$ cat config.mk
export PLATFORM = sky130hd
export DESIGN_NAME = ttcg_ram
export DESIGN_NICKNAME = d
export VERILOG_FILES = /design/src/rtl/core/text_terminal_char_grid_core_assert.svh /design/src/rtl/core/ttcg_ram.sv
export SDC_FILE = /design/constraint.sdc
export NUM_CORES = 2
export LEC_CHECK = 0
export BUFFER_PORTS_ARGS = -buffer_cell sky130_fd_sc_hd__buf_2
export CORE_ASPECT_RATIO = 1.4
export CORE_UTILIZATION = 60
export DETAILED_ROUTE_END_ITERATION = 8
export PLACE_DENSITY_LB_ADDON = 0.1
export RECOVER_POWER = 50
export SLEW_MARGIN = 20
export SYNTH_ARGS = -nofsm -noshare
export SYNTH_HDL_FRONTEND = slang
export SYNTH_SLANG_ARGS = --single-unit
export TNS_END_PERCENT = 50
$ cat constraint.sdc
create_clock -name clk -period 4.5 [get_ports clk]
set_input_delay 0.225 -clock clk [delete_from_list [all_inputs] [get_ports clk]]
set_output_delay 0.225 -clock clk [all_outputs]
set_load 0.05 [all_outputs]
$ cat src/rtl/core/text_terminal_char_grid_core_assert.svh
// Assertion macros for the character grid core.
// Used by the top level only; expects clk and rst_n in scope.
`ifndef TEXT_TERMINAL_CHAR_GRID_CORE_ASSERT_SVH
`define TEXT_TERMINAL_CHAR_GRID_CORE_ASSERT_SVH
`ifndef NO_ASSERTIONS
`define TTCG_ASSERT_NOW(lbl, ante, cons) \
  lbl: assert property (@(posedge clk) disable iff (!rst_n) (ante) |-> (cons)) \
    else $error("ttcg: assertion failed");
`define TTCG_ASSERT_NEXT(lbl, ante, cons) \
  lbl: assert property (@(posedge clk) disable iff (!rst_n) (ante) |=> (cons)) \
    else $error("ttcg: assertion failed");
`else
`define TTCG_ASSERT_NOW(lbl, ante, cons)
`define TTCG_ASSERT_NEXT(lbl, ante, cons)
`endif
`endif

$ cat src/rtl/core/ttcg_ram.sv
// Generic single-port synchronous RAM; read data is registered and appears in the cycle after the access.
// No dependencies.
module ttcg_ram #(
  parameter int WIDTH = 8,
  parameter int DEPTH = 256,
  localparam int AW = $clog2(DEPTH)
) (
  input  logic             clk,
  input  logic             en,
  input  logic             we,
  input  logic [AW-1:0]    addr,
  input  logic [WIDTH-1:0] wdata,
  output logic [WIDTH-1:0] rdata
);

  logic [WIDTH-1:0] mem [DEPTH];
  logic [WIDTH-1:0] rdata_r;

  always_ff @(posedge clk) begin
    if (en) begin
      if (we) begin
        mem[addr] <= wdata;
      end
      rdata_r <= mem[addr];
    end
  end

  assign rdata = rdata_r;

endmodule

Word level (Yosys, flattened, before mapping). Memories as Yosys holds them, arrays and structs flattened. A register that Yosys moved wholly into a read port is not among the register bits. Index checks and enable logic that the tools add are counted.

Register bits after elaboration: 0. Bits in latches: 0. Bits in writable memories: 2048. Memory bits (read-only): 0. Bits of input ports: 19. Output and inout port bits: 8. Word-level logic and storage cells: 4. Memories: 1.

Memory list: mem (depth 256, bits a word 8, rd ports 1, clocked after Yosys merged registers in 1, wr ports 1, RTL line ttcg_ram.sv:16) `logic [WIDTH-1:0] mem [DEPTH];`.

$add $sub $neg: 0. Multiply operators: 0. Div/mod/pow operators: 0. Magnitude comparators: 0. Equal/unequal tests: 0. Shifts and indexed selects: 0. Muxes and demuxes: 3. Bitwise gates (word level): 0. Reduce and logical (&&, ||, !) cells: 0.

Operators by type and width (count): two-way mux 1 bit (3).

Depth between registers and ports, before layout.
Word-level depth: 3. Depth in mapped cells: 9. Mapped depth without buffers: 5.

Least setup slack after synthesis. Ideal clock, no wire load.

Kind: input to register. Start point: input addr[0]. End point: memory mem[105][0] (enable). Library setup time: 0.370 ns. Arrival: 2.115 ns. Data required time: 4.130 ns. Slack: 2.015 ns. Stages: 8. Buffers on the path: 5. Cells stage by stage: clkbuf_1 > buf_4 > buf_4 > buf_2 > nor3b_1 > nand2_1 > clkbuf_1 > nor2_1.

RTL lines: start, declared (RTL line ttcg_ram.sv:11) `input logic [AW-1:0] addr,`; end, declared (RTL line ttcg_ram.sv:16).

Straight into the memory's write port.

Worst setup path after layout.
Start point: input wdata[4]. End point: memory mem[228][4], data pin.

RTL lines: start, declared (RTL line ttcg_ram.sv:12) `input logic [WIDTH-1:0] wdata,`.

Straight into the memory's write port.

==> flow_summary_export.csv <==
group,metric,value,unit
outcome,status,"finished with violations",
outcome,violations,"capacitance limit, slew limit",
timing,fin_crit,3640,ps
timing,post-route-period-util,80.9,%
cells_and_area,final_layout_size_suffix_gt1_share,25.2,%
clock_tree,cts_tree,"done",
timing,finClkSkew,33.9,ps
worst_setup_path,path_delay_family,"buffers and inverters",
yosys,synth_fp_nets,3544,
run,max-cap-violations,13,
yosys,synthTopCellsByArea,"edfxtp_1 79%, mux4_2 15%, a22oi_1 2.5%",
die,core_area,129000,µm²
yosys,ys_warn_count,0,
yosys,ys_ff_latch,2056,
worst_setup_path,path_buf_inv,2,
grt,top_usage_layer,"met2",
yosys,yosysTopAreaCellShare,78.8,%
grt,antenna_found_initial,9,
yosys,ys_top_cells_by_count,"2056 x edfxtp_1, 512 x mux4_2, 259 x nor2_1",
pwr,p_per_area,438,nW/µm²
worst_setup_path,crit_type,"in2reg",
die,io_pins,27,
yosys,syn_inst,3525,
worst_setup_path,ff2ff_setup_slack,1600,ps
clock_tree,htreeDepth,4,
routing,drc,0,
yosys,syn_area_per_cell,22.2,µm²
yosys,yosysMostFrequentCell,"edfxtp_1",
worst_setup_path,crit_path_top_delay_cell,"clkbuf_2",
yosys,synth_async_sr_flop_share,0,%
grt,grt_max_degree,147,
clock_tree,post_cts_buffers,0,
worst_setup_path,critPathArrivalTime,3940,ps
timing,rsz0062_at_grt,"false",
grt,overflow,0,
yosys,synth_edf_count,2056,
routing,ant_nets,0,
grt,gr-usage-met1,38.8,%
grt,grt_pass1_wl,268000,µm
pwr,irDropWorstVdd,0.000346,V
timing,slew_headroom,-181,%
routing,routedWlPerCell,33.1,µm
min_path,hold_class,"in2reg",
timing,setup_violations,0,
timing,tns,0,ps
worst_setup_path,end_kind,"flip-flop",
grt,grt_use_met2,47.2,%
timing,hold_violations,0,
yosys,synth_cell_types,21,
cells_and_area,area_growth,11.1,%
worst_setup_path,startpoint_type,"input port",
routing,vias_per_cell,6.71,
timing,drv_slew,1324,
worst_setup_path,critPathRequiredTime,4800,ps
routing,vias,37300,
pwr,power.leakage,26.4,nW
die,chipHeight,430,µm
clock_tree,cts.sinks,2056,
placed_design,port_buffers,26,
yosys,ys.flop_type,"edfxtp_1",
die,chipWidth,307,µm
clock_tree,clockBufferDepth,3,
routing,drt_iter0_markers,4251,
worst_setup_path,cp_slowest_stage_delay,1830,ps
yosys,synth-seq-area-share,78.8,%
clock_tree,cts_root_buf,"clkbuf_16",
cells_and_area,nets,3692,
timing,fmax,275,MHz
die,die_area,132000,µm²
die,rows,156,
yosys,syn_area,78400,µm²
grt,grt_pass1_vias,38400,
die,start_util,60.6,%
pwr,total_power,38.1,mW
placed_design,place_congestion,0.856,
yosys,synth_top_cell_by_area,"edfxtp_1",
worst_setup_path,cp_cell_sequence,"clkbuf_2 > clkbuf_1",
clock_tree,clock_latency,830,ps
clock_tree,path_clk_slew,70,ps
grt,met3_usage,4.94,%
timing,worst-slew-pin-transition,4210,ps
grt,grt_use_total,28.6,%
routing,dr.pass1.iters,6,
clock_tree,numCtsBuffers,178,
placed_design,dp_hpwl,111000,µm
worst_setup_path,critPathMaxFanout,114,
routing,wl,184000,µm
==> kinds of logic (layout without fill, tap and decap cells) <==
| logic type | after synthesis | after routing | share of synthesized area (%) |
|---|---|---|---|
| buffers and inverters | 225 | 523 | 1.27 |
| DFF | 2056 | 2056 | 78.8 |
| and+or+nand+nor | 316 | 316 | 1.60 |
| AOI/OAI and AO/OA | 416 | 416 | 3.63 |
| other | 0 | 2 | 0 |
| muxes | 512 | 512 | 14.7 |
==> registers in the layout (all words and copies together), names as in the netlist <==
| signal | flops |
|---|---|
| mem | 2048 |
| rdata | 8 |
==> metrics by stage <==
step / hold slack (ps) / utilization, % / area, µm² / setup WS (ps) / instances
2_1_floorplan: 324 / - / 78400 / 2020 / 3525
3_3_place_gp: 676 / 62.9 / 81300 / 47.5 / 5230
3_5_place_dp: 676 / 62.9 / 81400 / 526 / 5230
4_1_cts: 83.5 / 67.3 / 87100 / 1390 / 5561
5_1_grt: 204 / 67.3 / 87000 / 673 / 5561
6_report: 190 / 67.3 / 87000 / 858 / 5563
==> per-layer routing <==
layer	part of all wire (%)	wire, µm
met1	37	67900
met2	51	94400
met3	8.2	15100
met5	0.038	70
met4	3.7	6860
==> report_power, final <==
group,switching [mW],internal (mW)
registers,0.0227,21.1
clock network,6.78,8.45
logic,1.12,0.606
==> worst paths after layout <==
path | from | endpoint | cells past startpoint
worst max-delay path | wdata[4] | mem[228][4]$_DFFE_PP_ | 2
worst min-delay path | addr[7] | rdata[7]$_DFFE_PP_ | 6
worst max register to register | mem[6][6]$_DFFE_PP_ | rdata[6]$_DFFE_PP_ | 6
worst min register to register | mem[3][7]$_DFFE_PP_ | rdata[7]$_DFFE_PP_ | 6
==> what timing repair did <==
action | CTS | global route
resized for setup | 0 | 0
hold buffers | 1 | 0
endpoints found under the hold margin | 8 | 0
==> cell type report <==
type | instances | area (µm²)
Clock inverter | 113 | 1060
Fill cell | 8002 | 42400
Clock buffer | 217 | 4710
Multi-Input combinational cell | 1244 | 15700
Timing Repair Buffer | 193 | 1680
Antenna cell | 2 | 5.00
Sequential cell | 2056 | 61700
Tap cell | 1738 | 2170
==> layout by cell type, fill, tap and decap left out, drive strengths merged <==
cell type	n
edfxtp	2056
mux4	512
nor2	259
a22oi	256
clkbuf	234
buf	173
a21oi	128
clkinv	81
o41ai	32
nand2	30
bufinv	17
nand4	8
inv	8
clkinvlp	7
nor2b	6
nand3	4
diode	2
nand2b	2
nor3b	2
dlymetal6s4s	2
and2	2
or2	1
nor3	1
and4	1
dlygate4sd3	1
==> worst min-delay path, cell delays in order <==
cell and delay, ps:
buf_2 110, nor2_1 40, buf_4 190, o41ai_1 90
buf_4 110, nand4_1 80
Power figures use the tool's default switching activity.
