### config.mk
export PLATFORM = sky130hd
export DESIGN_NAME = ttcg_rowmap
export DESIGN_NICKNAME = d
export VERILOG_FILES = /design/src/rtl/core/text_terminal_char_grid_core_assert.svh /design/src/rtl/core/ttcg_pkg.sv /design/src/rtl/core/ttcg_rowmap.sv
export SDC_FILE = /design/constraint.sdc
export NUM_CORES = 1
export LEC_CHECK = 0
export BUFFER_PORTS_ARGS = -buffer_cell sky130_fd_sc_hd__buf_2
export CAP_MARGIN = 20
export CELL_PAD_IN_SITES_DETAIL_PLACEMENT = 1
export CELL_PAD_IN_SITES_GLOBAL_PLACEMENT = 2
export CORE_MARGIN = 5
export CORE_UTILIZATION = 38
export CTS_BUF_LIST = sky130_fd_sc_hd__clkbuf_2 sky130_fd_sc_hd__clkbuf_4 sky130_fd_sc_hd__clkbuf_8
export DETAILED_ROUTE_END_ITERATION = 10
export PLACE_DENSITY_LB_ADDON = 0.1
export SLEW_MARGIN = 20
export SYNTH_ARGS = -nofsm -noshare
export SYNTH_HDL_FRONTEND = slang
export SYNTH_SLANG_ARGS = --single-unit
### constraint.sdc
create_clock -name clk -period 3.2 [get_ports clk]
set_clock_uncertainty 0.05 [all_clocks]
set_input_delay 0.16 -clock clk [delete_from_list [all_inputs] [get_ports clk]]
set_output_delay 0.16 -clock clk [all_outputs]
set_load 0.005 [all_outputs]
### src/rtl/core/text_terminal_char_grid_core_assert.svh
// Assertion macros for the character grid core.
// Used by the top level only; expects clk and rst_n in scope.
`ifndef TEXT_TERMINAL_CHAR_GRID_CORE_ASSERT_SVH
`define TEXT_TERMINAL_CHAR_GRID_CORE_ASSERT_SVH
`ifndef NO_ASSERTIONS
`define TTCG_ASSERT_NOW(lbl, ante, cons) \
  lbl: assert property (@(posedge clk) disable iff (!rst_n) (ante) |-> (cons)) \
    else $error("ttcg: assertion failed");
`define TTCG_ASSERT_NEXT(lbl, ante, cons) \
  lbl: assert property (@(posedge clk) disable iff (!rst_n) (ante) |=> (cons)) \
    else $error("ttcg: assertion failed");
`else
`define TTCG_ASSERT_NOW(lbl, ante, cons)
`define TTCG_ASSERT_NEXT(lbl, ante, cons)
`endif
`endif

### src/rtl/core/ttcg_pkg.sv
// Shared constants, codes and inter-module structs of the character grid core.
// No dependencies; imported by ttcg_rowmap, ttcg_ctrl and the top level.
package ttcg_pkg;

  localparam int GRID_COLS = 80;
  localparam int GRID_ROWS = 39;

  localparam int CHAR_W   = 7;
  localparam int COL_W    = 7;
  localparam int ROW_W    = 6;
  localparam int FUNC_W   = 3;
  localparam int CODE_W   = 8;
  localparam int PERIOD_W = 16;

  localparam int ROW_IDX_W = $clog2(GRID_ROWS);
  localparam int CELLS     = GRID_ROWS * GRID_COLS;
  localparam int ADDR_W    = $clog2(CELLS);

  // tab stops every 8 columns
  localparam int TAB_BITS = 3;

  localparam logic [COL_W-1:0]    LAST_COL     = COL_W'(GRID_COLS - 1);
  localparam logic [ROW_W-1:0]    LAST_ROW     = ROW_W'(GRID_ROWS - 1);
  localparam logic [PERIOD_W-1:0] BLINK_RESET  = PERIOD_W'(500);

  localparam logic [CHAR_W-1:0] SPACE_CHAR      = 7'd32;
  localparam logic [CHAR_W-1:0] PRINT_LAST_CHAR = 7'd126;

  localparam logic [CODE_W-1:0] CH_BS    = 8'd8;
  localparam logic [CODE_W-1:0] CH_TAB   = 8'd9;
  localparam logic [CODE_W-1:0] CH_LF    = 8'd10;
  localparam logic [CODE_W-1:0] CH_CR    = 8'd13;
  localparam logic [CODE_W-1:0] CH_FIRST = 8'd32;
  localparam logic [CODE_W-1:0] CH_LAST  = 8'd126;

  typedef enum logic [FUNC_W-1:0] {
    FN_PUT   = 3'd0,
    FN_LEFT  = 3'd1,
    FN_RIGHT = 3'd2,
    FN_UP    = 3'd3,
    FN_DOWN  = 3'd4,
    FN_READ  = 3'd5,
    FN_TICK  = 3'd6
  } func_t;

  // sequencer -> row map
  typedef struct packed {
    logic             scroll;
    logic             set_valid;
    logic [ROW_W-1:0] q_row;
  } rm_cmd_t;

  // row map -> sequencer
  typedef struct packed {
    logic              row_valid;
    logic [ADDR_W-1:0] base;
  } rm_stat_t;

endpackage

### src/rtl/core/ttcg_rowmap.sv
// Row map: circular top-row pointer and per-row valid bits of the grid RAM.
// Depends on ttcg_pkg.
module ttcg_rowmap import ttcg_pkg::*; (
  input  logic     clk,
  input  logic     rst_n,
  input  rm_cmd_t  cmd,
  output rm_stat_t stat
);

  logic [ROW_IDX_W-1:0] top_r;
  logic [ROW_IDX_W-1:0] phys_r;
  logic [ROW_IDX_W-1:0] phys_nxt;
  logic [GRID_ROWS-1:0] valid_r;
  logic [ROW_W:0]       sum;

  // logical row -> physical row, modulo the row count
  always_comb begin
    sum = {1'b0, cmd.q_row} + (ROW_W+1)'(top_r);
    if (cmd.q_row > LAST_ROW) begin
      phys_nxt = '0;
    end else if (sum >= (ROW_W+1)'(GRID_ROWS)) begin
      phys_nxt = ROW_IDX_W'(sum - (ROW_W+1)'(GRID_ROWS));
    end else begin
      phys_nxt = ROW_IDX_W'(sum);
    end
  end

  always_ff @(posedge clk) begin
    if (!rst_n) begin
      top_r   <= '0;
      phys_r  <= '0;
      valid_r <= '0;
    end else begin
      phys_r <= phys_nxt;
      if (cmd.scroll) begin
        // old top row becomes the new bottom row, blank
        valid_r[top_r] <= 1'b0;
        top_r <= (top_r == ROW_IDX_W'(GRID_ROWS - 1)) ? '0 : top_r + 1'b1;
      end
      if (cmd.set_valid) begin
        valid_r[phys_r] <= 1'b1;
      end
    end
  end

  assign stat.row_valid = valid_r[phys_r];
  assign stat.base      = ADDR_W'(phys_r) * ADDR_W'(GRID_COLS);

endmodule

## Word-level counts from Yosys, hierarchy flattened

Cells that the tools add are included.

- Output and inout bits: 13
- Logic and storage cells: 32
- Input port bits: 10
- Register bits: 51

- Mux-type cells: 11
- Order comparisons: 6
- Equal/unequal tests: 1
- Multipliers: 1
- Add/subtract/negate cells: 3
- Reduce and logical (&&, ||, !) cells: 3
- Bitwise gates (word level): 4

Operator list:

| operator | count |
|---|---|
| 39-bit 2-to-1 mux | 3 |
| 39-bit bitwise AND | 1 |
| 39-bit inverter | 1 |
| 39-bit bitwise OR | 1 |
| 6-bit by 7-bit less-than comparator with 1-bit output (second input constant) | 2 |
| 1-bit demux with 6-bit select | 2 |
| 6-bit by 1-bit greater-or-equal comparator with 1-bit output (second input constant) | 2 |
| 6-bit 2-to-1 mux | 2 |
| 6-bit by 3-bit multiplier with 8-bit output (second input constant) | 1 |
| 6-bit by 6-bit adder with 7-bit output | 1 |
| 7-bit by 6-bit greater-or-equal comparator with 1-bit output (second input constant) | 1 |
| 6-bit by 1-bit adder with 6-bit output (second input constant) | 1 |
| 1-bit binary-select mux with 6-bit select | 1 |
| 6-bit equality test (second input constant) | 1 |
| 6-bit > comparator (second input constant) | 1 |
| 6-bit subtractor (second input constant) | 1 |
| 1-bit 2-to-1 mux | 3 |
| 1-bit logical AND | 2 |
| 2-bit OR reduction | 1 |
| 1-bit inverter | 1 |

## Depth between registers and ports, before layout

- Word-level depth: 10
- Gate-level depth with buffers: 10
- Gate-level depth less buffers: 10

## Worst setup path before layout

No wires, ideal clock.

- Path type: register -> register
- From: reg top_r[1]
- To: reg phys_r[2]
- Data arrival time: 2.196 ns
- Required time: 3.074 ns
- Stages on the path, launching flop included: 9
- Slack: 0.878 ns
- Path buffers: 0
- Library setup time: 0.076 ns
- Cell sequence: dfxtp_1 -> inv_1 -> fa_1 -> nor2b_1 -> o21ai_1 -> xnor2_1 -> nor4_1 -> or4_1 -> a21oi_1

- Word-level cells in the longest chain between the ends: 3
- Elaborated cells between the ends (all ways): 4
- Classes of those cells: add/sub (2); order compare (1); mux (1)

RTL lines:

| item | line | source |
|---|---|---|
| start: declaration | ttcg_rowmap.sv:10 | `logic [ROW_IDX_W-1:0] top_r;` |
| start signal: assignment | ttcg_rowmap.sv:38 | `top_r <= (top_r == ROW_IDX_W'(GRID_ROWS - 1)) ? '0 : top_r + 1'b1;` |
| 6-bit by 6-bit adder with 7-bit output (*) | ttcg_rowmap.sv:18 | `sum = {1'b0, cmd.q_row} + (ROW_W+1)'(top_r);` |
| 6-bit subtractor or 7-bit by 6-bit greater-or-equal comparator with 1-bit output (tied branches) | ttcg_rowmap.sv:22, ttcg_rowmap.sv:21 |  |
| 6-bit 2-to-1 mux (*) | ttcg_rowmap.sv:21 | `end else if (sum >= (ROW_W+1)'(GRID_ROWS)) begin` |
| end signal: assignment | ttcg_rowmap.sv:34 | `phys_r <= phys_nxt;` |
| end: declaration | ttcg_rowmap.sv:11 | `logic [ROW_IDX_W-1:0] phys_r;` |

Mark *: on every way between the ends. The rest lies on a longest branch, timed or not.
A chain may end at the register's enable or synchronous reset.

## Final worst setup path

- From: reg top_r[0]
- To: reg phys_r[2]

The elaborated chain is that of the path after synthesis.

==> impl_metrics.yaml <==
run_status:
  status: "complete, no violations"
routing:
  vias_per_cell: 5.50
  drt_wl_total_microns: 8740
  first_pass_iters: 4
  wire_per_inst_microns: 18.1
  drt_iter0_markers: 108
  route.detailed.drc: 0
  vias: 2655
  ant_nets: 0
logic_synthesis:
  ys_seq_elements: 51
  yosys-top-cells-area: "dfxtp_1, ha_1, o21ai_0, mux4_2, a21boi_0"
  postSynthCellCount: 365
  yosysSeqAreaShare_pct: 32.8
  synth_top_family_by_area: "compound AO/OA/AOI/OAI gates"
  synth_top_area_cell: "dfxtp_1"
  yosysUniqueCellTypes: 48
  synth_mux_area_share_pct: 8.23
  synth_edf_count: 0
  synth_compound_area_share_pct: 23.5
  yosys.area_share.xor_xnor_pct: 3.37
  yosys_warnings: 0
  yosys.area_share.simple_pct: 19.4
  postSynth.topFlopCell: "dfxtp_1"
  avgSynthCellArea_sq_um: 8.54
  yosys.area_share.adder_pct: 8.11
  synthDominantCellAreaShare_pct: 32.8
  synth-async-reset-ratio_pct: 0
  synthesis.area_sq_mm: 0.00312
power_and_ir_drop:
  vdd_drop_max_mv: 0.155
  p_leak_uw: 0.00125
  p_seq_share_pct: 48.0
  p_sw_uw: 411
  power_density_mw_per_mm2: 417
  pwr-share-comb_pct: 20.1
  p_clk_share_pct: 32.0
  p_sw_share_pct: 29.0
  p_int_uw: 1010
die:
  design.core.area_sq_mm: 0.00809
  io_pins: 23
  die_w_microns: 101
  die_h_microns: 101
  rows: 33
  dieArea_sq_mm: 0.0101
  start_util_pct: 38.5
global_routing:
  antenna_found_initial: 0
  grt_max_degree: 41
  grtUsageTotal_pct: 17.9
  grt_pass1_vias: 2677
  grt_pass1_wl_microns: 14200
  gr-total-overflow: 0
timing:
  fin_tns_setup_ns: 0
  tightest_slew_ns: 0.775
  rsz0062_at_grt: "no"
  final_max_slew_viol_count: 0
  max_slew_margin_pct: 48.2
  hold_violations: 0
  clock.fmax_mhz: 364
  fin_crit_ns: 2.75
  timing.final.crit_share_pct: 85.9
  setup_viol: 0
place:
  dp_hpwl_microns: 6440
  gp_congestion: 0.811
  port_buffers: 18
hold_path:
  min_path_type: "input port to flop"
layout:
  n_antenna_cell: 0
  nFillCells: 1003
  area_growth_pct: 8.99
  final_util_pct: 42.0
  drive_gt1_share_pct: 12.7
  layout.nets: 407
clock_network:
  cts_hold_buffers: 0
  cts_tree: "yes"
  clkTransAtPathRegs_ns: 0.09
  post_cts_resized: 0
  cts_sinks: 51
  cts_buffers: 5
  h-tree-depth: 2
  cts_root_buf: "clkbuf_8"
  cts_buffer_depth: 2
  post_cts.repair.setup_buffers: 0
  clock_latency_ns: 0.30
worst_setup_path:
  endpoint_kind: "flop"
  path_max_fanout: 10
  path_class: "flop to flop"
  start_kind: "flop"
  crit_required_ns: 3.38
  arrival_ns: 2.93
run:
  drv_cap: 0
-- critical path, cell delays in order, from the launching register on --
cell     delay, ns
dfxtp_1       0.52
ha_1          0.24
inv_1         0.06
fa_1          0.40
nor2b_1       0.17
o21ai_1       0.10
xnor2_1       0.42
nor4_1        0.17
or4_1         0.42
a21oi_1       0.15
-- power groups by stage --
stage               Sequential (uW)  Clock (uW)  Combinational, uW
global route                    685         496                317
global placement                694           0                284
detailed placement              696           0                284
CTS                             681         470                286
floorplan                       682           0                208
finish                          680         453                284
-- worst paths after layout --
| path | start | to | slack (ns) | cells after the start |
|---|---|---|---|---|
| min | cmd[7] | top_r[1] | 0.16 | 2 |
| max reg2reg | top_r[0] | phys_r[2] | 0.45 | 9 |
| max | top_r[0] | phys_r[2] | 0.45 | 9 |
| min reg2reg | valid_r[23] | valid_r[23] | 0.43 | 2 |
-- layer usage --
metal / up-vias / wire length (microns) / global-route usage (%)
met5: - / 0 / 0
met4: 0 / 36 / 2.80
met3: 2 / 290 / 2.28
met2: 42 / 3770 / 26.9
met1: 1295 / 4630 / 27.7
li1: 1316 / - / -
-- placed cells by master, fill, tap and decap left out, types with 4 or more instances in the layout --
master and n:
clkbuf_8 5, inv_1 10, conb_1 4, a21boi_0 26, xnor2_1 7, o211ai_1 5, nor2_1 26, nor3b_1 4
nor2b_1 5, xor2_1 5, nor3_1 8, ha_1 17, mux4_2 9, o21ai_0 40, nand3_1 10, o21ai_1 5
buf_2 18, a21oi_1 7, buf_4 6, a21boi_1 13, nand2_1 51, dfxtp_1 51
-- per-stage QoR --
| step | power [uW] | hold WS, ns | std cells | worst slack [ns] | area, sq um |
|---|---|---|---|---|---|
| global placement | 979 | 0.408 | 476 | 0.557 | 3290 |
| global route | 1500 | 0.167 | 483 | 0.219 | 3400 |
| detailed placement | 980 | 0.425 | 476 | 0.479 | 3290 |
| floorplan | 890 | 0.394 | 368 | 0.878 | 3130 |
| CTS | 1440 | 0.148 | 483 | 0.441 | 3400 |
| finish | 1420 | 0.162 | 483 | 0.450 | 3400 |
-- state kept, by name, summed over array words and instances (netlist names) --
register and count:
valid_r 39, top_r 6, phys_r 6
-- area by class of cell --
class	instances	area (sq um)	share of cell area [%]
clock buffer	6	76.3	2.25
clock inverter	1	30.0	0.884
inverter	10	37.5	1.10
multi-input combinational	286	1970	57.9
sequential	51	1020	30.1
tap	105	131	3.87
timing repair buffer	24	135	3.98
-- logic make-up after synthesis --
group	after synthesis
and+or+nand+nor	126
buffers and inverters	31
xor gates and xnor gates	12
other	1
muxes	14
adders and majority gates	19
DFF	51
AOI/OAI and AO/OA	111
-- cell usage after synthesis (all sizes together), types with 3 or more instances --
| cell | instances |
|---|---|
| nor3 | 8 |
| or3 | 3 |
| o31ai | 3 |
| a21boi | 39 |
| buf | 8 |
| nor2 | 27 |
| nor2b | 5 |
| o21ai | 45 |
| clkbuf | 13 |
| or3b | 3 |
| a21o | 3 |
| nor3b | 4 |
| mux2 | 3 |
| nand2 | 51 |
| a21oi | 8 |
| inv | 10 |
| dfxtp | 51 |
| mux4 | 9 |
| nand2b | 3 |
| xnor2 | 7 |
| nand3 | 10 |
| xor2 | 5 |
| o211ai | 5 |
| ha | 17 |
Power figures use the tool's default switching activity.
