--- src/rtl/core/text_terminal_char_grid_core_assert.svh ---
// Assertion macros for the character grid core.
// Used by the top level only; expects clk and rst_n in scope.
`ifndef TEXT_TERMINAL_CHAR_GRID_CORE_ASSERT_SVH
`define TEXT_TERMINAL_CHAR_GRID_CORE_ASSERT_SVH
`ifndef NO_ASSERTIONS
`define TTCG_ASSERT_NOW(lbl, ante, cons) \
  lbl: assert property (@(posedge clk) disable iff (!rst_n) (ante) |-> (cons)) \
    else $error("ttcg: assertion failed");
`define TTCG_ASSERT_NEXT(lbl, ante, cons) \
  lbl: assert property (@(posedge clk) disable iff (!rst_n) (ante) |=> (cons)) \
    else $error("ttcg: assertion failed");
`else
`define TTCG_ASSERT_NOW(lbl, ante, cons)
`define TTCG_ASSERT_NEXT(lbl, ante, cons)
`endif
`endif

--- src/rtl/core/ttcg_pkg.sv ---
// Shared constants, codes and inter-module structs of the character grid core.
// No dependencies; imported by ttcg_rowmap, ttcg_ctrl and the top level.
package ttcg_pkg;

  localparam int GRID_COLS = 80;
  localparam int GRID_ROWS = 39;

  localparam int CHAR_W   = 7;
  localparam int COL_W    = 7;
  localparam int ROW_W    = 6;
  localparam int FUNC_W   = 3;
  localparam int CODE_W   = 8;
  localparam int PERIOD_W = 16;

  localparam int ROW_IDX_W = $clog2(GRID_ROWS);
  localparam int CELLS     = GRID_ROWS * GRID_COLS;
  localparam int ADDR_W    = $clog2(CELLS);

  // tab stops every 8 columns
  localparam int TAB_BITS = 3;

  localparam logic [COL_W-1:0]    LAST_COL     = COL_W'(GRID_COLS - 1);
  localparam logic [ROW_W-1:0]    LAST_ROW     = ROW_W'(GRID_ROWS - 1);
  localparam logic [PERIOD_W-1:0] BLINK_RESET  = PERIOD_W'(500);

  localparam logic [CHAR_W-1:0] SPACE_CHAR      = 7'd32;
  localparam logic [CHAR_W-1:0] PRINT_LAST_CHAR = 7'd126;

  localparam logic [CODE_W-1:0] CH_BS    = 8'd8;
  localparam logic [CODE_W-1:0] CH_TAB   = 8'd9;
  localparam logic [CODE_W-1:0] CH_LF    = 8'd10;
  localparam logic [CODE_W-1:0] CH_CR    = 8'd13;
  localparam logic [CODE_W-1:0] CH_FIRST = 8'd32;
  localparam logic [CODE_W-1:0] CH_LAST  = 8'd126;

  typedef enum logic [FUNC_W-1:0] {
    FN_PUT   = 3'd0,
    FN_LEFT  = 3'd1,
    FN_RIGHT = 3'd2,
    FN_UP    = 3'd3,
    FN_DOWN  = 3'd4,
    FN_READ  = 3'd5,
    FN_TICK  = 3'd6
  } func_t;

  // sequencer -> row map
  typedef struct packed {
    logic             scroll;
    logic             set_valid;
    logic [ROW_W-1:0] q_row;
  } rm_cmd_t;

  // row map -> sequencer
  typedef struct packed {
    logic              row_valid;
    logic [ADDR_W-1:0] base;
  } rm_stat_t;

endpackage

--- src/rtl/core/ttcg_ctrl.sv ---
// Item sequencer: cursor, blink counter, put-char handling and result register.
// Depends on ttcg_pkg; drives ttcg_rowmap and the grid RAM.
module ttcg_ctrl import ttcg_pkg::*; (
  input  logic                clk,
  input  logic                rst_n,
  input  logic                in_valid,
  output logic                in_ready,
  input  logic [FUNC_W-1:0]   in_func,
  input  logic [CODE_W-1:0]   in_char_code,
  input  logic [ROW_W-1:0]    in_read_row,
  input  logic [COL_W-1:0]    in_read_col,
  output logic                out_valid,
  input  logic                out_ready,
  output logic [CHAR_W-1:0]   out_cell_char,
  output logic [COL_W-1:0]    out_cursor_col,
  output logic [ROW_W-1:0]    out_cursor_row,
  output logic                out_cursor_visible,
  input  logic                cfg_valid,
  output logic                cfg_ready,
  input  logic [PERIOD_W-1:0] cfg_data,
  output rm_cmd_t             rm_cmd,
  input  rm_stat_t            rm_stat,
  output logic                mem_en,
  output logic                mem_we,
  output logic [ADDR_W-1:0]   mem_addr,
  output logic [CHAR_W-1:0]   mem_wdata,
  input  logic [CHAR_W-1:0]   mem_rdata
);

  typedef enum logic [2:0] {
    S_IDLE, S_SETTLE, S_EXEC, S_RESEAT, S_PUT, S_CLEAR, S_RDATA, S_DONE
  } state_t;

  state_t              state_r, state_nxt;
  logic [COL_W-1:0]    cx_r, cx_nxt;
  logic [ROW_W-1:0]    cy_r, cy_nxt;
  logic                shown_r, shown_nxt;
  logic [PERIOD_W-1:0] bcount_r, bcount_nxt;
  logic [PERIOD_W-1:0] period_r, period_nxt;
  logic                ovalid_r, ovalid_nxt;

  logic [FUNC_W-1:0]   func_r, func_nxt;
  logic [CODE_W-1:0]   code_r, code_nxt;
  logic [ROW_W-1:0]    rrow_r, rrow_nxt;
  logic [COL_W-1:0]    rcol_r, rcol_nxt;
  logic [CHAR_W-1:0]   ch_r, ch_nxt;
  logic [CHAR_W-1:0]   cell_r, cell_nxt;
  logic [COL_W-1:0]    sweep_r, sweep_nxt;
  logic [CHAR_W-1:0]   ocell_r, ocell_nxt;
  logic [COL_W-1:0]    ocol_r, ocol_nxt;
  logic [ROW_W-1:0]    orow_r, orow_nxt;
  logic                ovis_r, ovis_nxt;

  logic                nl_scroll;
  logic [ROW_W-1:0]    nl_cy;
  logic [COL_W-1:0]    cx_p1;
  logic [PERIOD_W:0]   bc_p1;

  always_comb begin
    nl_scroll = (cy_r == LAST_ROW);
    nl_cy     = nl_scroll ? cy_r : cy_r + 1'b1;
    cx_p1     = cx_r + 1'b1;
    bc_p1     = {1'b0, bcount_r} + 1'b1;

    state_nxt  = state_r;
    cx_nxt     = cx_r;
    cy_nxt     = cy_r;
    shown_nxt  = shown_r;
    bcount_nxt = bcount_r;
    period_nxt = cfg_valid ? cfg_data : period_r;
    ovalid_nxt = ovalid_r && !out_ready;
    func_nxt   = func_r;
    code_nxt   = code_r;
    rrow_nxt   = rrow_r;
    rcol_nxt   = rcol_r;
    ch_nxt     = ch_r;
    cell_nxt   = cell_r;
    sweep_nxt  = sweep_r;
    ocell_nxt  = ocell_r;
    ocol_nxt   = ocol_r;
    orow_nxt   = orow_r;
    ovis_nxt   = ovis_r;

    mem_en    = 1'b0;
    mem_we    = 1'b0;
    mem_addr  = rm_stat.base + ADDR_W'(cx_r);
    mem_wdata = ch_r;

    rm_cmd.scroll    = 1'b0;
    rm_cmd.set_valid = 1'b0;
    rm_cmd.q_row     = (func_r == FN_READ) ? rrow_r : cy_r;

    case (state_r)
      S_IDLE: begin
        if (in_valid) begin
          func_nxt  = in_func;
          code_nxt  = in_char_code;
          rrow_nxt  = in_read_row;
          rcol_nxt  = in_read_col;
          cell_nxt  = SPACE_CHAR;
          state_nxt = S_SETTLE;
        end
      end

      // row map picks up the row of this item
      S_SETTLE: state_nxt = S_EXEC;

      S_EXEC: begin
        state_nxt = S_DONE;
        case (func_r)
          FN_PUT: begin
            if (code_r == CH_CR) begin
              cx_nxt = '0;
            end else if (code_r == CH_LF) begin
              cx_nxt        = '0;
              cy_nxt        = nl_cy;
              rm_cmd.scroll = nl_scroll;
            end else if (code_r == CH_BS) begin
              if (cx_r != '0) begin
                cx_nxt    = cx_r - 1'b1;
                ch_nxt    = SPACE_CHAR;
                state_nxt = S_PUT;
              end else if (cy_r != '0) begin
                cy_nxt    = cy_r - 1'b1;
                cx_nxt    = LAST_COL;
                ch_nxt    = SPACE_CHAR;
                state_nxt = S_RESEAT;
              end
            end else if (code_r == CH_TAB) begin
              ch_nxt    = SPACE_CHAR;
              state_nxt = S_PUT;
            end else if (code_r inside {[CH_FIRST:CH_LAST]}) begin
              ch_nxt    = code_r[CHAR_W-1:0];
              state_nxt = S_PUT;
            end
          end
          FN_LEFT:  if (cx_r != '0) cx_nxt = cx_r - 1'b1;
          FN_RIGHT: if (cx_r != LAST_COL) cx_nxt = cx_p1;
          FN_UP:    if (cy_r != '0) cy_nxt = cy_r - 1'b1;
          FN_DOWN:  if (cy_r != LAST_ROW) cy_nxt = cy_r + 1'b1;
          FN_READ: begin
            if (rrow_r <= LAST_ROW && rcol_r <= LAST_COL && rm_stat.row_valid) begin
              mem_en    = 1'b1;
              mem_addr  = rm_stat.base + ADDR_W'(rcol_r);
              state_nxt = S_RDATA;
            end
          end
          FN_TICK: begin
            if (bc_p1 >= {1'b0, period_r}) begin
              bcount_nxt = '0;
              shown_nxt  = !shown_r;
            end else begin
              bcount_nxt = bc_p1[PERIOD_W-1:0];
            end
          end
          default: ;
        endcase
      end

      // row changed by a backspace over the row start
      S_RESEAT: state_nxt = S_PUT;

      S_PUT: begin
        if (!rm_stat.row_valid && ch_r != SPACE_CHAR) begin
          sweep_nxt = '0;
          state_nxt = S_CLEAR;
        end else begin
          // a space into a blank row changes nothing
          mem_en = rm_stat.row_valid;
          mem_we = rm_stat.row_valid;
          if (code_r == CH_BS) begin
            state_nxt = S_DONE;
          end else if (cx_r == LAST_COL) begin
            cx_nxt        = '0;
            cy_nxt        = nl_cy;
            rm_cmd.scroll = nl_scroll;
            state_nxt     = S_DONE;
          end else begin
            cx_nxt = cx_p1;
            if (code_r != CH_TAB || cx_p1[TAB_BITS-1:0] == '0) begin
              state_nxt = S_DONE;
            end
          end
        end
      end

      S_CLEAR: begin
        mem_en    = 1'b1;
        mem_we    = 1'b1;
        mem_addr  = rm_stat.base + ADDR_W'(sweep_r);
        mem_wdata = SPACE_CHAR;
        if (sweep_r == LAST_COL) begin
          rm_cmd.set_valid = 1'b1;
          state_nxt        = S_PUT;
        end else begin
          sweep_nxt = sweep_r + 1'b1;
        end
      end

      S_RDATA: begin
        cell_nxt  = mem_rdata;
        state_nxt = S_DONE;
      end

      S_DONE: begin
        if (!ovalid_r || out_ready) begin
          ocell_nxt  = cell_r;
          ocol_nxt   = cx_r;
          orow_nxt   = cy_r;
          ovis_nxt   = shown_r;
          ovalid_nxt = 1'b1;
          state_nxt  = S_IDLE;
        end
      end

      default: state_nxt = S_IDLE;
    endcase
  end

  always_ff @(posedge clk) begin
    func_r  <= func_nxt;
    code_r  <= code_nxt;
    rrow_r  <= rrow_nxt;
    rcol_r  <= rcol_nxt;
    ch_r    <= ch_nxt;
    cell_r  <= cell_nxt;
    sweep_r <= sweep_nxt;
    ocell_r <= ocell_nxt;
    ocol_r  <= ocol_nxt;
    orow_r  <= orow_nxt;
    ovis_r  <= ovis_nxt;
    if (!rst_n) begin
      state_r  <= S_IDLE;
      cx_r     <= '0;
      cy_r     <= '0;
      shown_r  <= 1'b1;
      bcount_r <= '0;
      period_r <= BLINK_RESET;
      ovalid_r <= 1'b0;
    end else begin
      state_r  <= state_nxt;
      cx_r     <= cx_nxt;
      cy_r     <= cy_nxt;
      shown_r  <= shown_nxt;
      bcount_r <= bcount_nxt;
      period_r <= period_nxt;
      ovalid_r <= ovalid_nxt;
    end
  end

  assign in_ready           = (state_r == S_IDLE);
  assign cfg_ready          = 1'b1;
  assign out_valid          = ovalid_r;
  assign out_cell_char      = ocell_r;
  assign out_cursor_col     = ocol_r;
  assign out_cursor_row     = orow_r;
  assign out_cursor_visible = ovis_r;

endmodule

--- config.mk ---
export PLATFORM = sky130hd
export DESIGN_NAME = ttcg_ctrl
export DESIGN_NICKNAME = d
export VERILOG_FILES = /design/src/rtl/core/text_terminal_char_grid_core_assert.svh /design/src/rtl/core/ttcg_pkg.sv /design/src/rtl/core/ttcg_ctrl.sv
export SDC_FILE = /design/constraint.sdc
export NUM_CORES = 1
export LEC_CHECK = 0
export BUFFER_PORTS_ARGS = -buffer_cell sky130_fd_sc_hd__buf_2
export CORE_MARGIN = 4
export CORE_UTILIZATION = 40
export DETAILED_ROUTE_END_ITERATION = 7
export PLACE_DENSITY = 0.58
export SLEW_MARGIN = 20
export SYNTH_ARGS = -nofsm -noshare
export SYNTH_HDL_FRONTEND = slang
export SYNTH_SLANG_ARGS = --single-unit
--- constraint.sdc ---
create_clock -name clk -period 3.9 [get_ports clk]
set_clock_uncertainty 0.05 [all_clocks]
set_input_delay 0.78 -clock clk [delete_from_list [all_inputs] [get_ports clk]]
set_output_delay 0.78 -clock clk [all_outputs]
set_load 0.02 [all_outputs]
# After elaboration in Yosys (flattened, before gate mapping)
# Index checks and enable logic that the tools add are counted.
# op_classes
n_addsub	9
n_lt_le_gt_ge	5
n_eq_ne	44
muxes	73
bitwise_logic	2
n_reduce_logical	30
# ops
op	n
7-bit 2-to-1 mux	19
6-bit 2-to-1 mux	11
7-bit one-hot mux with 2 select lines	3
12-bit by 7-bit adder with 12-bit output	3
3-bit 2-to-1 mux	12
8-bit by 4-bit == test with 1-bit output, second input constant	4
12-bit 2-to-1 mux	2
12-bit one-hot mux with 2 select lines	1
3-bit one-hot mux with 8 select lines	1
3-bit == test, second input constant	7
7-bit one-hot mux with 3 select lines	1
6-bit one-hot mux with 3 select lines	1
16-bit by 1-bit adder with 17-bit output, second input constant	1
17-bit by 16-bit greater-or-equal comparator with 1-bit output	1
16-bit 2-to-1 mux	1
2-bit inequality test, second input constant	8
7-bit by 1-bit adder with 7-bit output, second input constant	2
7-bit == test, second input constant	2
1-bit 2-to-1 mux	14
3-bit by 2-bit == test with 1-bit output, second input constant	4
3-bit inequality test, second input constant	4
6-bit inequality test, second input constant	2
6-bit one-hot mux with 2 select lines	1
5-bit inequality test, second input constant	2
other kinds (34)	56
# totals
regBits	116

# Longest topological paths before layout
# logic_depth
depth_word	9
mapped_depth	14
ltp_nobuf	12

# Worst setup path before layout
# No wires, ideal clock.
# synth_timing
path_type	register to register
start	register bcount_r[0]
end	register bcount_r[8]
arrival_time_ps	3408
t_required_ps	3780
setup_slack_ps	371
path_stages_with_launch	14
n_path_buf	1
period_less_slack_ps	3529
cell_sequence	dfxtp_1 > ha_1 > and3_1 > nand2_1 > or3_1 > xnor2_1 > ha_1 > and3_1 > and4_1 > a221o_1 > or2_1 > buf_2 > or4b_1 > a21oi_1
# synth_via
elab_chain_cells	3
# synth_rtl
item	line	text
from (decl)	ttcg_ctrl.sv:38	logic [PERIOD_W-1:0] bcount_r, bcount_nxt;
from (signal assigned)	ttcg_ctrl.sv:245	bcount_r <= bcount_nxt;
16-bit by 1-bit adder with 17-bit output *	ttcg_ctrl.sv:63	bc_p1 = {1'b0, bcount_r} + 1'b1;
17-bit by 16-bit greater-or-equal comparator with 1-bit output	ttcg_ctrl.sv:149	if (bc_p1 >= {1'b0, period_r}) begin
16-bit 2-to-1 mux *	ttcg_ctrl.sv:149	
# Mark *: on every way between the ends. The rest lies on a longest branch, timed or not.
# A chain may end at the register's enable or synchronous reset.

# Worst setup path in the final report
# layout_timing
start	input port rm_stat[0] (netlist name)
end	output port mem_addr[10]
# layout_via
elab_chain_cells	4
# layout_rtl
item	line	text
from (decl)	ttcg_ctrl.sv:22	input rm_stat_t rm_stat,
12-bit by 7-bit adder with 12-bit output (on tied branches)	ttcg_ctrl.sv:86, ttcg_ctrl.sv:144	
12-bit 2-to-1 mux	ttcg_ctrl.sv:142	if (rrow_r <= LAST_ROW && rcol_r <= LAST_COL && rm_stat.row_valid) begin
12-bit 2-to-1 mux	ttcg_ctrl.sv:110	case (func_r)
12-bit one-hot mux with 2 select lines *	ttcg_ctrl.sv:93	case (state_r)
to (decl)	ttcg_ctrl.sv:25	output logic [ADDR_W-1:0] mem_addr,
# Marked as above.

==> metrics.txt <==
status=completed; WS Path Type=in -> out; number of global-route vias before repair=6238; largest net degree at the start of global routing=38; WP data arrival=2890 ps; area of the multi-input gates=0.004245 mm2; top post-synthesis cells by area=edfxtp_1 (26%), dfxtp_1 (13%), ha_1 (7.6%); Static Leakage=3.761 nW; Clock Pin Slew Worst Setup and Hold Paths=60 ps; dpl hpwl=15.04 mm; clk buf depth=2; Critical Path Start Type=primary input; H-tree levels=4; post-synth top area cell=edfxtp_1; first-pass GRT wire length=32.42 mm; CP max FO=3; Primary FF master, synth=edfxtp_1; share of post-route cells with drive strength above 1=0.2140; Hold WC Path Type=reg -> reg; Worst-Skew Late Latency=420 ps; Core ar.=0.01827 mm2; clock root cell=clkbuf_16; Pre-antenna DRT Iters=5; # nets final=1059; #FFs+latches synth=116; Slew HR=0.3651; Seq/Total Area, Yosys=0.3958; Die X=145.3 um; Die Area=0.02110 mm2; starting density of the core=0.4125; RSZ-0062 raised after global routing=false; Finished Cell Area=0.009155 mm2; Buffers on Ports=116; max frequency=269.1 MHz; R2R setup slack=240 ps; Setup violations, final=0; wire per inst=16.85 um; setup ws final=183.8 ps; area share of the largest cell type after synthesis=0.2630; I/O pin count=118; minimum clock period=3716 ps; fill count=1736; Synth async-reset ratio=0; gate count of the mapped netlist=821; maxcap violations=0; final-report max-slew violation count=0; cts hold-fix bufs=0; DR vias/cell=5.544; pwr/cell area=478.2 mW/mm2; GRT Overall Usage=0.1873; via count=6581; critical path data required time=3070 ps; drt drc=0; gp weighted congestion=0.8887; CTS tree=yes; FP Rows=49; die boundary height=145.3 um; Remaining Overflow, GRT=0; dpl cell area=0.008459 mm2; DR iter-0 viols=379; Design Power=0.004378 W; CTS buffer count=17; P&R area growth vs syn=21.48%; antenna violations before repair=0; Synth Warn #=0; Distinct cells, synth=72; total wire length=20.00 mm; most numerous cell in the Yosys netlist=nor2_1; EDFF count, synth=66; Sink Count=116; Syn Area/Cell=9.179 um2; Least-Margin Pin Slew=950.2 ps; most frequent cells after synthesis=nor2_1 (67), edfxtp_1 (66), nand2_1 (61), dfxtp_1 (50), ha_1 (46); DRT antenna net count=0; Worst Setup End Kind=output port; final period utilization=0.9529; n_diodes=0; TNS Setup=0 ps; final hold violation count=0; register area=0.002983 mm2; Synthesized Nets=935; pre-CTS WS=74.29 ps; Max VDD drop=356.4 uV; cell area after synthesis=0.007536 mm2
==> state kept, by name, summed over array words and instances, names as in the netlist, 3 cells and up <==
| name | count |
|---|---|
| bcount_r | 16 |
| period_r | 16 |
| code_r | 8 |
| cell_r | 7 |
| ch_r | 7 |
| cx_r | 7 |
| out_cell_char | 7 |
| out_cursor_col | 7 |
| rcol_r | 7 |
| sweep_r | 7 |
| cy_r | 6 |
| out_cursor_row | 6 |
| rrow_r | 6 |
| func_r | 3 |
| state_r | 3 |
==> stage by stage <==
stage	instances	utilization	hold slack, ps
after floorplan	821	-	350.3
after global placement	1153	0.4630	351.8
after detailed placement	1153	0.4630	358.8
after CTS	1185	0.4992	372.0
after global routing	1187	0.5011	374.5
final	1187	0.5011	370.0
==> critical path, cell delays in order <==
cell,delay [ps]
buf_2,120
ha_1,180
inv_1,60
fa_1,390
nor2b_1,170
o31a_1,180
o31a_1,150
nor4_1,50
buf_4,160
nor4_1,310
xor2_1,160
buf_2,170
==> cell families after synthesis <==
kind of cell               after synthesis  share of synthesized area
buffers and inverters                   83                    0.04383
muxes                                   23                    0.03171
DFF                                    116                     0.3958
adders and majority gates               49                    0.08434
and+or+nand+nor                        320                     0.2230
AOI/OAI and AO/OA                      191                     0.1767
other                                    1                  0.0004976
xor gates and xnor gates                38                    0.04416
==> cell usage in the layout, fill, tap and decap left out, types with 8 or more instances in the layout <==
master / n
dfxtp_1: 50
inv_1: 38
o21a_1: 9
o211ai_1: 14
clkbuf_16: 17
xor2_1: 16
mux2i_1: 16
nor2_1: 66
o31ai_1: 16
a21o_1: 8
a211oi_1: 11
a21oi_1: 44
nand2b_1: 8
or3_1: 10
nand4_1: 12
xnor2_1: 22
buf_4: 34
o2111ai_1: 8
nor2b_1: 11
nand3_1: 37
nor3_1: 23
buf_2: 116
nand2_1: 61
ha_1: 46
and2_1: 29
o21ai_0: 23
edfxtp_1: 66
and3_1: 15
==> layout make-up <==
class	instances	area share
tap	229	0.03130
clock inverter	13	0.02501
sequential	116	0.3258
clock buffer	19	0.04729
timing repair buffer	150	0.09129
multi-input combinational	622	0.4637
inverter	38	0.01558
==> worst paths after layout <==
check                endpoint  cells past startpoint         from
max              mem_addr[10]                     12   rm_stat[0]
min          out_cell_char[5]                      0    cell_r[5]
max reg2reg      bcount_r[13]                     12  bcount_r[0]
min reg2reg  out_cell_char[5]                      0    cell_r[5]
==> power by group <==
group	leakage [nW]	switching, W	internal, W
logic	2.43	0.000681	0.000443
registers	1.02	0.0000835	0.00140
clock network	0.312	0.000570	0.00120
==> per-layer routing <==
layer	part of all wire	global-route usage
met5	0	0
met1	0.49	0.2660
met2	0.44	0.2825
met4	0.015	0.05840
met3	0.051	0.04521
==> repair_timing <==
action / 4_1_cts / 5_1_grt
setup endpoints to repair: 0 / 9
hold endpoints to repair: 0 / 0
setup buffers: 0 / 2
gates resized for setup: 0 / 5
(Power assumes the default switching activity.)
